**config.mk**
```make
export PLATFORM = sky130hd
export DESIGN_NAME = qos_ctrl
export DESIGN_NICKNAME = d
export VERILOG_FILES = /design/src/hdl/qos_pkg.sv /design/src/hdl/qos_ctrl.sv
export SDC_FILE = /design/constraint.sdc
export NUM_CORES = 1
export LEC_CHECK = 0
export BUFFER_PORTS_ARGS = -buffer_cell sky130_fd_sc_hd__buf_2
export CAP_MARGIN = 20
export CORE_ASPECT_RATIO = 2
export CORE_MARGIN = 2
export CORE_UTILIZATION = 28
export CTS_CLUSTER_SIZE = 20
export DETAILED_ROUTE_END_ITERATION = 8
export PLACE_DENSITY_LB_ADDON = 0.3
export SETUP_SLACK_MARGIN = 0.4
export SLEW_MARGIN = 5
export SYNTH_ARGS = -nofsm -noshare
export SYNTH_HDL_FRONTEND = slang
export SYNTH_SLANG_ARGS = --single-unit
```
**constraint.sdc**
```tcl
create_clock -name i_clk -period 5.6 [get_ports i_clk]
set_input_delay 0.84 -clock i_clk [delete_from_list [all_inputs] [get_ports i_clk]]
set_output_delay 0.84 -clock i_clk [all_outputs]
set_load 0.01 [all_outputs]
```
**src/hdl/qos_pkg.sv**
```systemverilog
`timescale 1ns / 1ps

package qos_pkg;

    // Fixed-point constants
    localparam logic [31:0] HALF_PI_Q29 = 32'd843314857;
    localparam logic [31:0] QTR_PI_Q29  = 32'd421657428;
    localparam logic [30:0] ONE_Q30     = 31'h4000_0000;
    localparam logic [15:0] RATE_RESET  = 16'd6434;
    localparam logic signed [18:0] UNIT_Q14 = 19'sd16384;

    // Horner step indexes: sine uses 0..3, cosine 4..8
    localparam logic [4:0] HORNER_SIN_LAST = 5'd3;
    localparam logic [4:0] HORNER_LAST     = 5'd8;
    localparam logic [4:0] SQRT_LAST       = 5'd31;

    // Quaternion product: term (i,k) is p[k] * d[i^k], negated where the bit i*4+k is set
    localparam logic [15:0] TERM_NEG = 16'h428E;

    // Datapath operations
    typedef enum logic [4:0] {
        OP_NONE,
        OP_CAPTURE,
        OP_MRAW,
        OP_RAW,
        OP_REDUCE,
        OP_FOLD,
        OP_MX2,
        OP_X2,
        OP_MHT,
        OP_HDIV,
        OP_HSUB,
        OP_MSV,
        OP_SV,
        OP_TRIG,
        OP_QMUL,
        OP_QACC,
        OP_QCOPY,
        OP_NMUL,
        OP_NACC,
        OP_IDENT,
        OP_SQINIT,
        OP_SQSTEP,
        OP_NDIV,
        OP_NSTORE,
        OP_OUT
    } t_op;

    typedef struct packed {
        t_op        op;
        logic [4:0] idx;
        logic [1:0] axis;
    } t_cmd;

    typedef struct packed {
        logic ge_p2;
        logic axis_on;
        logic n2_zero;
        logic div_busy;
    } t_status;

    // Series divisors, sine terms first
    function automatic logic [6:0] horner_div(input logic [4:0] idx);
        logic [6:0] k;
        case (idx)
            5'd0:    k = 7'd72;
            5'd1:    k = 7'd42;
            5'd2:    k = 7'd20;
            5'd3:    k = 7'd6;
            5'd4:    k = 7'd90;
            5'd5:    k = 7'd56;
            5'd6:    k = 7'd30;
            5'd7:    k = 7'd12;
            5'd8:    k = 7'd2;
            default: k = 7'd1;
        endcase
        return k;
    endfunction

    // floor(2^32 / divisor) for each series divisor; the estimate is low by at most one
    function automatic logic [31:0] horner_recip(input logic [4:0] idx);
        logic [31:0] m;
        case (idx)
            5'd0:    m = 32'd59652323;
            5'd1:    m = 32'd102261126;
            5'd2:    m = 32'd214748364;
            5'd3:    m = 32'd715827882;
            5'd4:    m = 32'd47721858;
            5'd5:    m = 32'd76695844;
            5'd6:    m = 32'd143165576;
            5'd7:    m = 32'd357913941;
            5'd8:    m = 32'h8000_0000;
            default: m = 32'hFFFF_FFFF;
        endcase
        return m;
    endfunction

endpackage

```
**src/hdl/qos_ctrl.sv**
```systemverilog
`timescale 1ns / 1ps

module qos_ctrl (
    input  logic             i_clk,
    input  logic             i_rst_n,
    input  logic             i_in_valid,
    input  logic             i_out_ready,
    input  qos_pkg::t_status i_st,
    output qos_pkg::t_cmd    o_cmd,
    output logic             o_in_ready,
    output logic             o_out_valid
);
    import qos_pkg::*;

    typedef enum logic [24:0] {
        S_IDLE   = 25'b1 << 0,
        S_MRAW   = 25'b1 << 1,
        S_RAW    = 25'b1 << 2,
        S_RED    = 25'b1 << 3,
        S_FOLD   = 25'b1 << 4,
        S_MX2    = 25'b1 << 5,
        S_X2     = 25'b1 << 6,
        S_MHT    = 25'b1 << 7,
        S_HDIV   = 25'b1 << 8,
        S_HSUB   = 25'b1 << 9,
        S_MSV    = 25'b1 << 10,
        S_SV     = 25'b1 << 11,
        S_TRIG   = 25'b1 << 12,
        S_AXIS   = 25'b1 << 13,
        S_QMUL   = 25'b1 << 14,
        S_QACC   = 25'b1 << 15,
        S_QCOPY  = 25'b1 << 16,
        S_NMUL   = 25'b1 << 17,
        S_NACC   = 25'b1 << 18,
        S_SQINIT = 25'b1 << 19,
        S_SQSTEP = 25'b1 << 20,
        S_NDIV   = 25'b1 << 21,
        S_NWAIT  = 25'b1 << 22,
        S_NSTORE = 25'b1 << 23,
        S_OUTW   = 25'b1 << 24
    } t_state;

    t_state     r_state, n_state;
    logic [4:0] r_idx, n_idx;
    logic [1:0] r_axis, n_axis;
    logic       r_oval, n_oval;
    t_op        op;

    // Sequencer
    always_comb begin
        n_state = r_state;
        n_idx   = r_idx;
        n_axis  = r_axis;
        op      = OP_NONE;
        case (r_state)
            S_IDLE: begin
                if (i_in_valid) begin
                    op      = OP_CAPTURE;
                    n_state = S_MRAW;
                end
            end
            S_MRAW: begin
                op      = OP_MRAW;
                n_state = S_RAW;
            end
            S_RAW: begin
                op      = OP_RAW;
                n_state = S_RED;
            end
            S_RED: begin
                if (i_st.ge_p2) begin
                    op = OP_REDUCE;
                end else begin
                    n_state = S_FOLD;
                end
            end
            S_FOLD: begin
                op      = OP_FOLD;
                n_state = S_MX2;
            end
            S_MX2: begin
                op      = OP_MX2;
                n_state = S_X2;
            end
            S_X2: begin
                op      = OP_X2;
                n_idx   = '0;
                n_state = S_MHT;
            end
            S_MHT: begin
                op      = OP_MHT;
                n_state = S_HDIV;
            end
            S_HDIV: begin
                op      = OP_HDIV;
                n_state = S_HSUB;
            end
            S_HSUB: begin
                op = OP_HSUB;
                if (r_idx == HORNER_SIN_LAST) begin
                    n_state = S_MSV;
                end else if (r_idx == HORNER_LAST) begin
                    n_state = S_TRIG;
                end else begin
                    n_idx   = r_idx + 5'd1;
                    n_state = S_MHT;
                end
            end
            S_MSV: begin
                op      = OP_MSV;
                n_state = S_SV;
            end
            S_SV: begin
                op      = OP_SV;
                n_idx   = r_idx + 5'd1;
                n_state = S_MHT;
            end
            S_TRIG: begin
                op      = OP_TRIG;
                n_axis  = '0;
                n_state = S_AXIS;
            end
            S_AXIS: begin
                n_idx = '0;
                if (r_axis == 2'd3) begin
                    n_state = S_NMUL;
                end else if (i_st.axis_on) begin
                    n_state = S_QMUL;
                end else begin
                    n_axis = r_axis + 2'd1;
                end
            end
            S_QMUL: begin
                op      = OP_QMUL;
                n_state = S_QACC;
            end
            S_QACC: begin
                op = OP_QACC;
                if (r_idx == 5'd15) begin
                    n_state = S_QCOPY;
                end else begin
                    n_idx   = r_idx + 5'd1;
                    n_state = S_QMUL;
                end
            end
            S_QCOPY: begin
                op      = OP_QCOPY;
                n_axis  = r_axis + 2'd1;
                n_state = S_AXIS;
            end
            S_NMUL: begin
                op      = OP_NMUL;
                n_state = S_NACC;
            end
            S_NACC: begin
                op = OP_NACC;
                if (r_idx == 5'd3) begin
                    n_state = S_SQINIT;
                end else begin
                    n_idx   = r_idx + 5'd1;
                    n_state = S_NMUL;
                end
            end
            S_SQINIT: begin
                n_idx = '0;
                if (i_st.n2_zero) begin
                    op      = OP_IDENT;
                    n_state = S_OUTW;
                end else begin
                    op      = OP_SQINIT;
                    n_state = S_SQSTEP;
                end
            end
            S_SQSTEP: begin
                op = OP_SQSTEP;
                if (r_idx == SQRT_LAST) begin
                    n_idx   = '0;
                    n_state = S_NDIV;
                end else begin
                    n_idx = r_idx + 5'd1;
                end
            end
            S_NDIV: begin
                op      = OP_NDIV;
                n_state = S_NWAIT;
            end
            S_NWAIT: begin
                if (!i_st.div_busy) n_state = S_NSTORE;
            end
            S_NSTORE: begin
                op = OP_NSTORE;
                if (r_idx == 5'd3) begin
                    n_state = S_OUTW;
                end else begin
                    n_idx   = r_idx + 5'd1;
                    n_state = S_NDIV;
                end
            end
            S_OUTW: begin
                if (!r_oval || i_out_ready) begin
                    op      = OP_OUT;
                    n_state = S_IDLE;
                end
            end
            default: n_state = S_IDLE;
        endcase
    end

    // Result valid flag
    always_comb begin
        n_oval = (r_oval && i_out_ready) ? 1'b0 : r_oval;
        if (op == OP_OUT) n_oval = 1'b1;
    end

    always_ff @(posedge i_clk) begin
        if (!i_rst_n) begin
            r_state <= S_IDLE;
            r_idx   <= '0;
            r_axis  <= '0;
            r_oval  <= 1'b0;
        end else begin
            r_state <= n_state;
            r_idx   <= n_idx;
            r_axis  <= n_axis;
            r_oval  <= n_oval;
        end
    end

    assign o_cmd.op     = op;
    assign o_cmd.idx    = r_idx;
    assign o_cmd.axis   = r_axis;
    assign o_in_ready   = r_state == S_IDLE;
    assign o_out_valid  = r_oval;
endmodule

```
# ---- Word level (Yosys, flattened, before mapping)
# Cells that the tools add are included.
# W data, S select, Z words.
dict set report word_totals {
  output_inout_bits 14
  in_bits 8
  ff_bits 33
}
dict set report classes {
  eq_ne 43
  addsub 2
  mux 30
  reduce_logical 13
}
# op n
set op_table {}
lappend op_table {{$pmux W25 S23} 1}
lappend op_table {{$mux W25} 9}
lappend op_table {{$pmux W5 S23} 1}
lappend op_table {{$mux W5} 6}
lappend op_table {{$pmux W5 S6} 1}
lappend op_table {{$mux W13} 2}
lappend op_table {{$eq A25 B1 Y1 const B} 1}
lappend op_table {{$eq A25 B10 Y1 const B} 1}
lappend op_table {{$eq A25 B11 Y1 const B} 1}
lappend op_table {{$eq A25 B12 Y1 const B} 1}
lappend op_table {{$eq A25 B13 Y1 const B} 1}
lappend op_table {{$eq A25 B14 Y1 const B} 1}
lappend op_table {{$eq A25 B15 Y1 const B} 1}
lappend op_table {{$eq A25 B16 Y1 const B} 1}
lappend op_table {{$eq A25 B17 Y1 const B} 1}
lappend op_table {{$eq A25 B18 Y1 const B} 1}
lappend op_table {{$eq A25 B19 Y1 const B} 1}
lappend op_table {{$eq A25 B2 Y1 const B} 1}
lappend op_table {{$eq A25 B20 Y1 const B} 1}
lappend op_table {{$eq A25 B21 Y1 const B} 1}
lappend op_table {{$eq A25 B22 Y1 const B} 1}
lappend op_table {{$eq A25 B23 Y1 const B} 1}
lappend op_table {{$eq A25 B24 Y1 const B} 1}
lappend op_table {{$eq A25 B25 Y1 const B} 1}
lappend op_table {{other kinds (32)} 50}

# ---- Depth between registers and ports, before layout
# Gate-level depths: netlist of the first run.
dict set report depth {
  depth_word 6
  ltp_mapped 8
  mapped_depth_nobuf 8
}

# ---- Worst setup path before layout of the first run
# Ideal clock, no wire load.
dict set report synth_path {
  kind {reg-to-output}
  from {register r_state[8]}
  to {output port o_cmd[7] (netlist name)}
  t_arrival_ns 1.839
  slack_ns 2.921
  t_required_ns 4.760
  path_stages_with_launch 8
  path_cell_list {dfxtp_1 -> nor4_4 -> nand2_1 -> or4_1 -> o21ai_0 -> a21oi_1 -> nand3_1 -> a211o_1}
}
# element line
set synth_rtl {}
lappend synth_rtl {{start, declared} qos_ctrl.sv:43} ;# t_state r_state, n_state;
lappend synth_rtl {{start signal, assigned} qos_ctrl.sv:222} ;# r_state <= n_state;
lappend synth_rtl {{end, declared} qos_ctrl.sv:9} ;# output qos_pkg::t_cmd o_cmd,

==> flow_summary.yaml, run 1 <==
run_status:
  status: "completed"
detailed_routing:
  routedWlPerCell_um: 18.2
  detail_route.iter0.violations: 131
  drc_errors: 0
  ant_nets: 0
  finalWirelength_um: 7040
  avgViaCountPerCell: 5.54
  detailed_route_via_count: 2138
  first_pass_iters: 4
clock_tree:
  cts.sink_count: 33
  clock_path_buffers: 2
  postCtsSetupBuffers: 0
  clk_transition_reported_paths_ns: 0.05
  cts_tree: "built"
  number_of_hold_buffers_added_after_cts: 0
  cts-root-buf: "clkbuf_16"
  post_cts_resized: 0
  clk-insertion-delay-late_ns: 0.29
  tritoncts.num_buffers: 5
  ctsHtreeMaxLevel: 2
synthesis:
  synth.top_cell.area_share_pct: 30.0
  syn_avg_cell_area_um2: 8.21
  synth_largest_area_cell: "dfxtp_1"
  syn-instance-count: 268
  post_synth_num_cell_types: 59
  ys_seq_elements: 33
  synth_top_cells_by_count: "dfxtp_1 (33), nand2_1 (27), nor2_1 (27), nand3_1 (15), inv_1 (10)"
  syn-cell-area_mm2: 0.00220
  synth_seq_area_share_pct: 30.0
  ys.flop_type: "dfxtp_1"
  synth-async-reset-ratio_pct: 0
  synth_fp_nets: 282
  synth.most_common_cell: "dfxtp_1"
  synth-edff-count: 0
  synth_area_leaders: "dfxtp_1 (30%), nand2_1 (4.6%), nor2_1 (4.6%)"
  yosys_warnings: 0
grt:
  grt_pass1_wl_um: 11200
  grt_start_max_net_pins: 26
  grt_remaining_overflow: 0
  grt_antenna_before_repair: 0
  via_count_of_the_first_global_routing_pass: 2220
  track_usage_pct: 17.9
worst_setup_path:
  cp-start-kind: "flip-flop"
  path_max_fanout: 9
  critical_path_arrival_ns: 2.65
  worst-setup-path-type: "reg -> out"
  worstSetupEndpointType: "primary output"
  cp.required_ns: 4.76
place:
  port_buffers: 21
  hpwlAfterDp_um: 5490
  gp_congestion: 0.891
final_layout:
  antenna-diode-count: 0
  fillerInstances: 834
  finish.utilization_pct: 33.5
  final_layout_size_suffix_gt1_share_pct: 16.1
  fin_nets: 306
  synthToLayoutAreaGrowth_pct: 15.6
sta:
  tightest_slew_ns: 0.735
  fin_skew_ns: 0.00491
  hold_viol: 0
  grt_setup_unrepaired: "no"
  setup-tns-final_ns: 0
  hold_ws_ns: 0.489
  worst_slew_margin_rel_pct: 51.0
  max_freq_mhz: 286
  timing.final.max_slew_violations: 0
  final_min_period_over_clock_period_pct: 62.4
  setup_violations_final: 0
  finalWorstPathRequiredPeriod_ns: 3.49
floorplanning:
  core_area_mm2: 0.00760
  dieHeight_um: 129
  floorplan.io_pins: 22
  fp.dieArea_mm2: 0.00863
  effective_utilization_at_floorplan_pct: 29.0
  cell_row_count: 45
  die_width_um: 66.7
run:
  max_cap_violations: 0
power:
  power_density_mw_per_mm2: 242
  static-leakage-power_nw: 1.09
  ir_drop_uv: 135
min_path:
  hold_path.class: "reg -> reg"
sequential cells by signal, indices dropped and copies added, names as in the netlist:
name,count
o_out_valid,1
r_axis,2
r_idx,5
r_state,25
per-stage QoR:
step	instances	setup WS [ns]	area (um2)	power [mW]
detailed placement	379	2.46	2400	0.343
global route	386	1.84	2540	0.644
floorplan	268	2.92	2200	0.313
finish	386	2.11	2540	0.616
CTS	386	2.12	2540	0.620
global placement	379	2.43	2400	0.345
final cells by class:
class	instances	area, um2	share of cell area, %
sequential	33	661	26.0
clock buffer	7	143	5.61
multi-input combinational	221	1480	58.2
timing repair buffer	21	105	4.13
tap	94	118	4.62
inverter	10	37.5	1.48
cell families (layout without fill, tap and decap cells):
logic type	after synthesis	count (layout)	share of synthesized area, %
fa+ha+maj	6	6	3.41
flops	33	33	30.0
simple gates	165	165	46.3
compound gates	41	41	13.9
mux	2	2	0.910
buf+inv	14	38	2.73
xor+xnor	7	7	2.79
placed cells by master (no fill, tap or decap), types with 6 or more instances in the layout:
cell / Yosys / layout
nand2_1: 27 / 27
nor3_1: 8 / 8
a21oi_1: 7 / 7
nand4b_1: 6 / 6
nand3_1: 15 / 15
buf_2: 0 / 21
dfxtp_1: 33 / 33
and3_1: 6 / 6
nor2b_1: 8 / 8
nor2_1: 27 / 27
nor4_1: 9 / 9
inv_1: 10 / 10
nand2b_1: 6 / 6
o21ai_0: 6 / 6
nand4_1: 6 / 6
ha_1: 6 / 6
final timing paths:
kind	cells past startpoint	from	slack (ns)	end
worst max-delay path	7	r_state[0]$_SDFFE_PN1P_	2.11	o_cmd[8]
worst max register to register	7	r_state[0]$_SDFFE_PN1P_	2.61	r_idx[3]$_SDFFE_PN0P_
worst min-delay path	2	o_out_valid$_SDFFE_PN0P_	0.49	o_out_valid$_SDFFE_PN0P_
worst min register to register	2	o_out_valid$_SDFFE_PN0P_	0.49	o_out_valid$_SDFFE_PN0P_
critical path: stages (launching register included):
cell	delay, ns
dfxtp_1	0.37
nor4_4	0.57
nand4_2	0.33
nor2_1	0.33
and4b_1	0.30
a2111oi_0	0.11
nand4_1	0.19
buf_2	0.15
routing by layer:
layer	track usage, %	wire length [um]	vias up
li1	-	-	1053
met1	16.7	2440	1010
met2	32.4	3880	49
met3	3.65	221	26
met4	14.3	499	0
met5	0	0	-
power by group:
part / switching, mW / internal, mW / total, mW
registers: 0.00756 / 0.239 / 0.247
clock network: 0.101 / 0.174 / 0.276
logic: 0.0619 / 0.0324 / 0.0943
total: 0.171 / 0.446 / 0.616
Power figures use the tool's default switching activity.
==> run 2: changes to the inputs <==
- clock period: 5.6 -> 3.1 ns (I/O delays scaled with it)
==> flow_summary.yaml, run 2 (synthesized netlist as in run 1, its figures left out) <==
run_status:
  status: "completed"
power:
  power_density_mw_per_mm2: 435
  static-leakage-power_nw: 1.30
  clock_power_share_pct: 44.8
  swShare_pct: 27.1
  pwr-share-comb_pct: 21.7
  seq_power_share_pct: 33.5
  power.switching_uw: 359
  intPower_uw: 965
  ir_drop_uv: 231
sta:
  max_freq_mhz: 356
  hold_viol: 0
  setup_violations_final: 0
  timing.final.max_slew_violations: 0
  fin_skew_ns: 0.00659
  setup-tns-final_ns: 0
  worst_slew_margin_rel_pct: 62.0
  final_min_period_over_clock_period_pct: 90.7
  grt_setup_unrepaired: "yes"
  tightest_slew_ns: 0.565
  finalWorstPathRequiredPeriod_ns: 2.81
grt:
  grt_start_max_net_pins: 26
  grt_remaining_overflow: 0
  via_count_of_the_first_global_routing_pass: 2368
  track_usage_pct: 18.1
  grt_antenna_before_repair: 0
  grt_pass1_wl_um: 11600
clock_tree:
  tritoncts.num_buffers: 5
  cts_tree: "built"
  clk_transition_reported_paths_ns: 0.05
  clk-insertion-delay-late_ns: 0.28
  ctsHtreeMaxLevel: 2
  cts.sink_count: 33
  clock_path_buffers: 2
  number_of_hold_buffers_added_after_cts: 0
  cts-root-buf: "clkbuf_16"
final_layout:
  ff_latch_area_um2: 678
  fin_nets: 337
  multi_input_comb_area_mm2: 0.00169
  antenna-diode-count: 0
  mostFrequentLayoutCells: "buf_4 (29), dfxtp_1 (25), nand2_1 (24), nor2_1 (22), buf_2 (21)"
  fillerInstances: 780
  largest_reg_by_ff_count: "r_state"
  largest_register_ff_count: 25
  final_layout_size_suffix_gt1_share_pct: 36.1
  layout_commonest_cell: "buf_4"
  synthToLayoutAreaGrowth_pct: 38.4
  finished_layout_cell_area_mm2: 0.00305
  finish.utilization_pct: 40.1
  largestRegisters: "r_state (25), r_idx (5), r_axis (2)"
worst_setup_path:
  worst-setup-path-type: "reg -> out"
  cp-start-kind: "flip-flop"
  slowest_stage: "or4_4"
  path_max_fanout: 5
  worst-path-stages: 8
  critical_path.n_buffers_inverters: 2
  worstSetupEndpointType: "primary output"
  cp.required_ns: 2.63
  critical_path_arrival_ns: 2.35
  crit_chain: "nor4_4 -> buf_4 -> nand3_2 -> or4_4 -> o21ai_0 -> nor3b_1 -> nand3_1 -> buf_2"
  category_of_cells_accounting_for_the_largest_share_of_critical_path_delay: "simple AND/OR/NAND/NOR gates"
  max_incr_delay_on_cp_ns: 0.47
  reg2regPathDepth: 8
detailed_routing:
  avgViaCountPerCell: 5.72
  ant_nets: 0
  finalWirelength_um: 7670
  first_pass_iters: 4
  detailed_route_via_count: 2391
  drc_errors: 0
  detail_route.iter0.violations: 160
  routedWlPerCell_um: 18.4
place:
  port_buffers: 21
  hpwlAfterDp_um: 5590
  gp_congestion: 0.963
  placed_cell_area_mm2: 0.00244
floorplanning:
  die_width_um: 66.7
  fp.dieArea_mm2: 0.00863
  core_area_mm2: 0.00760
  floorplan.io_pins: 22
  cell_row_count: 45
  effective_utilization_at_floorplan_pct: 29.0
  dieHeight_um: 129
run:
  max_cap_violations: 0
min_path:
  whs_path_depth: 3
  hold_path.class: "in -> reg"
==> run 2: cell count changes in the layout (fill, tap and decap cells not counted), moves of 4 or more <==
cell and change:
buf_4 +29, nor4_4 +4, dfxtp_2 +5, dfxtp_1 -8, nor4_1 -4, nor2_1 -5
==> run 2: area by class of cell <==
| type | instances | area share (%) |
|---|---|---|
| multi-input cells | 221 | 55.6 |
| flip-flops and latches | 33 | 22.3 |
| repair buffers | 52 | 11.3 |
| clock buffers | 7 | 4.68 |
| well taps | 94 | 3.86 |
| inverters | 10 | 1.23 |
| clock inverters | 1 | 0.986 |
==> run 2: worst paths after layout <==
path	from	endpoint	slack [ns]
setup / recovery	r_state[2]$_SDFFE_PN0P_	o_cmd[9]	0.29
hold / removal	i_out_ready	o_out_valid$_SDFFE_PN0P_	0.48
setup reg to reg	r_state[2]$_SDFFE_PN0P_	r_idx[3]$_SDFFE_PN0P_	0.30
hold reg to reg	o_out_valid$_SDFFE_PN0P_	o_out_valid$_SDFFE_PN0P_	0.50
==> run 2: what timing repair did <==
item / in CTS / in global routing
endpoints found under the setup margin: 9 / 15
hold endpoints to repair: 0 / 0
cloned: 0 / 0
pin swaps: 9 / 13
gates resized for setup: 35 / 22
buffers inserted: 18 / 8
==> run 2: routing by layer <==
| metal | vias to the layer above | track usage (%) | part of all wire (%) |
|---|---|---|---|
| met1 | 1147 | 16.3 | 33 |
| met2 | 88 | 32.6 | 54 |
| li1 | 1121 | - | - |
| met4 | 0 | 16.7 | 8.8 |
| met5 | - | 0 | 0 |
| met3 | 35 | 3.13 | 4.0 |
==> run 2: power groups by stage <==
stage	sequential (mW)	combinational, mW	clock (mW)
floorplan	0.451	0.114	0
global placement	0.455	0.192	0
detailed placement	0.455	0.189	0
CTS	0.445	0.244	0.600
global route	0.445	0.307	0.612
finish	0.444	0.287	0.593
==> run 2: worst reg2reg max path, delay by kind of cell, from the launching register on <==
| family | cells | cell delay [ns] |
|---|---|---|
| flops | 1 | 0.36 |
| buf+inv | 1 | 0.20 |
| compound gates | 2 | 0.55 |
| simple gates | 5 | 1.62 |
==> run 2: stage by stage <==
| stage | hold slack (ns) | worst slack, ns | power [mW] | instances |
|---|---|---|---|---|
| global route | 0.528 | 0.186 | 1.36 | 418 |
| CTS | 0.480 | 0.341 | 1.29 | 410 |
| detailed placement | 0.492 | 0.289 | 0.644 | 384 |
| finish | 0.480 | 0.290 | 1.32 | 418 |
| floorplan | 0.507 | 0.716 | 0.565 | 268 |
| global placement | 0.476 | 0.319 | 0.647 | 384 |
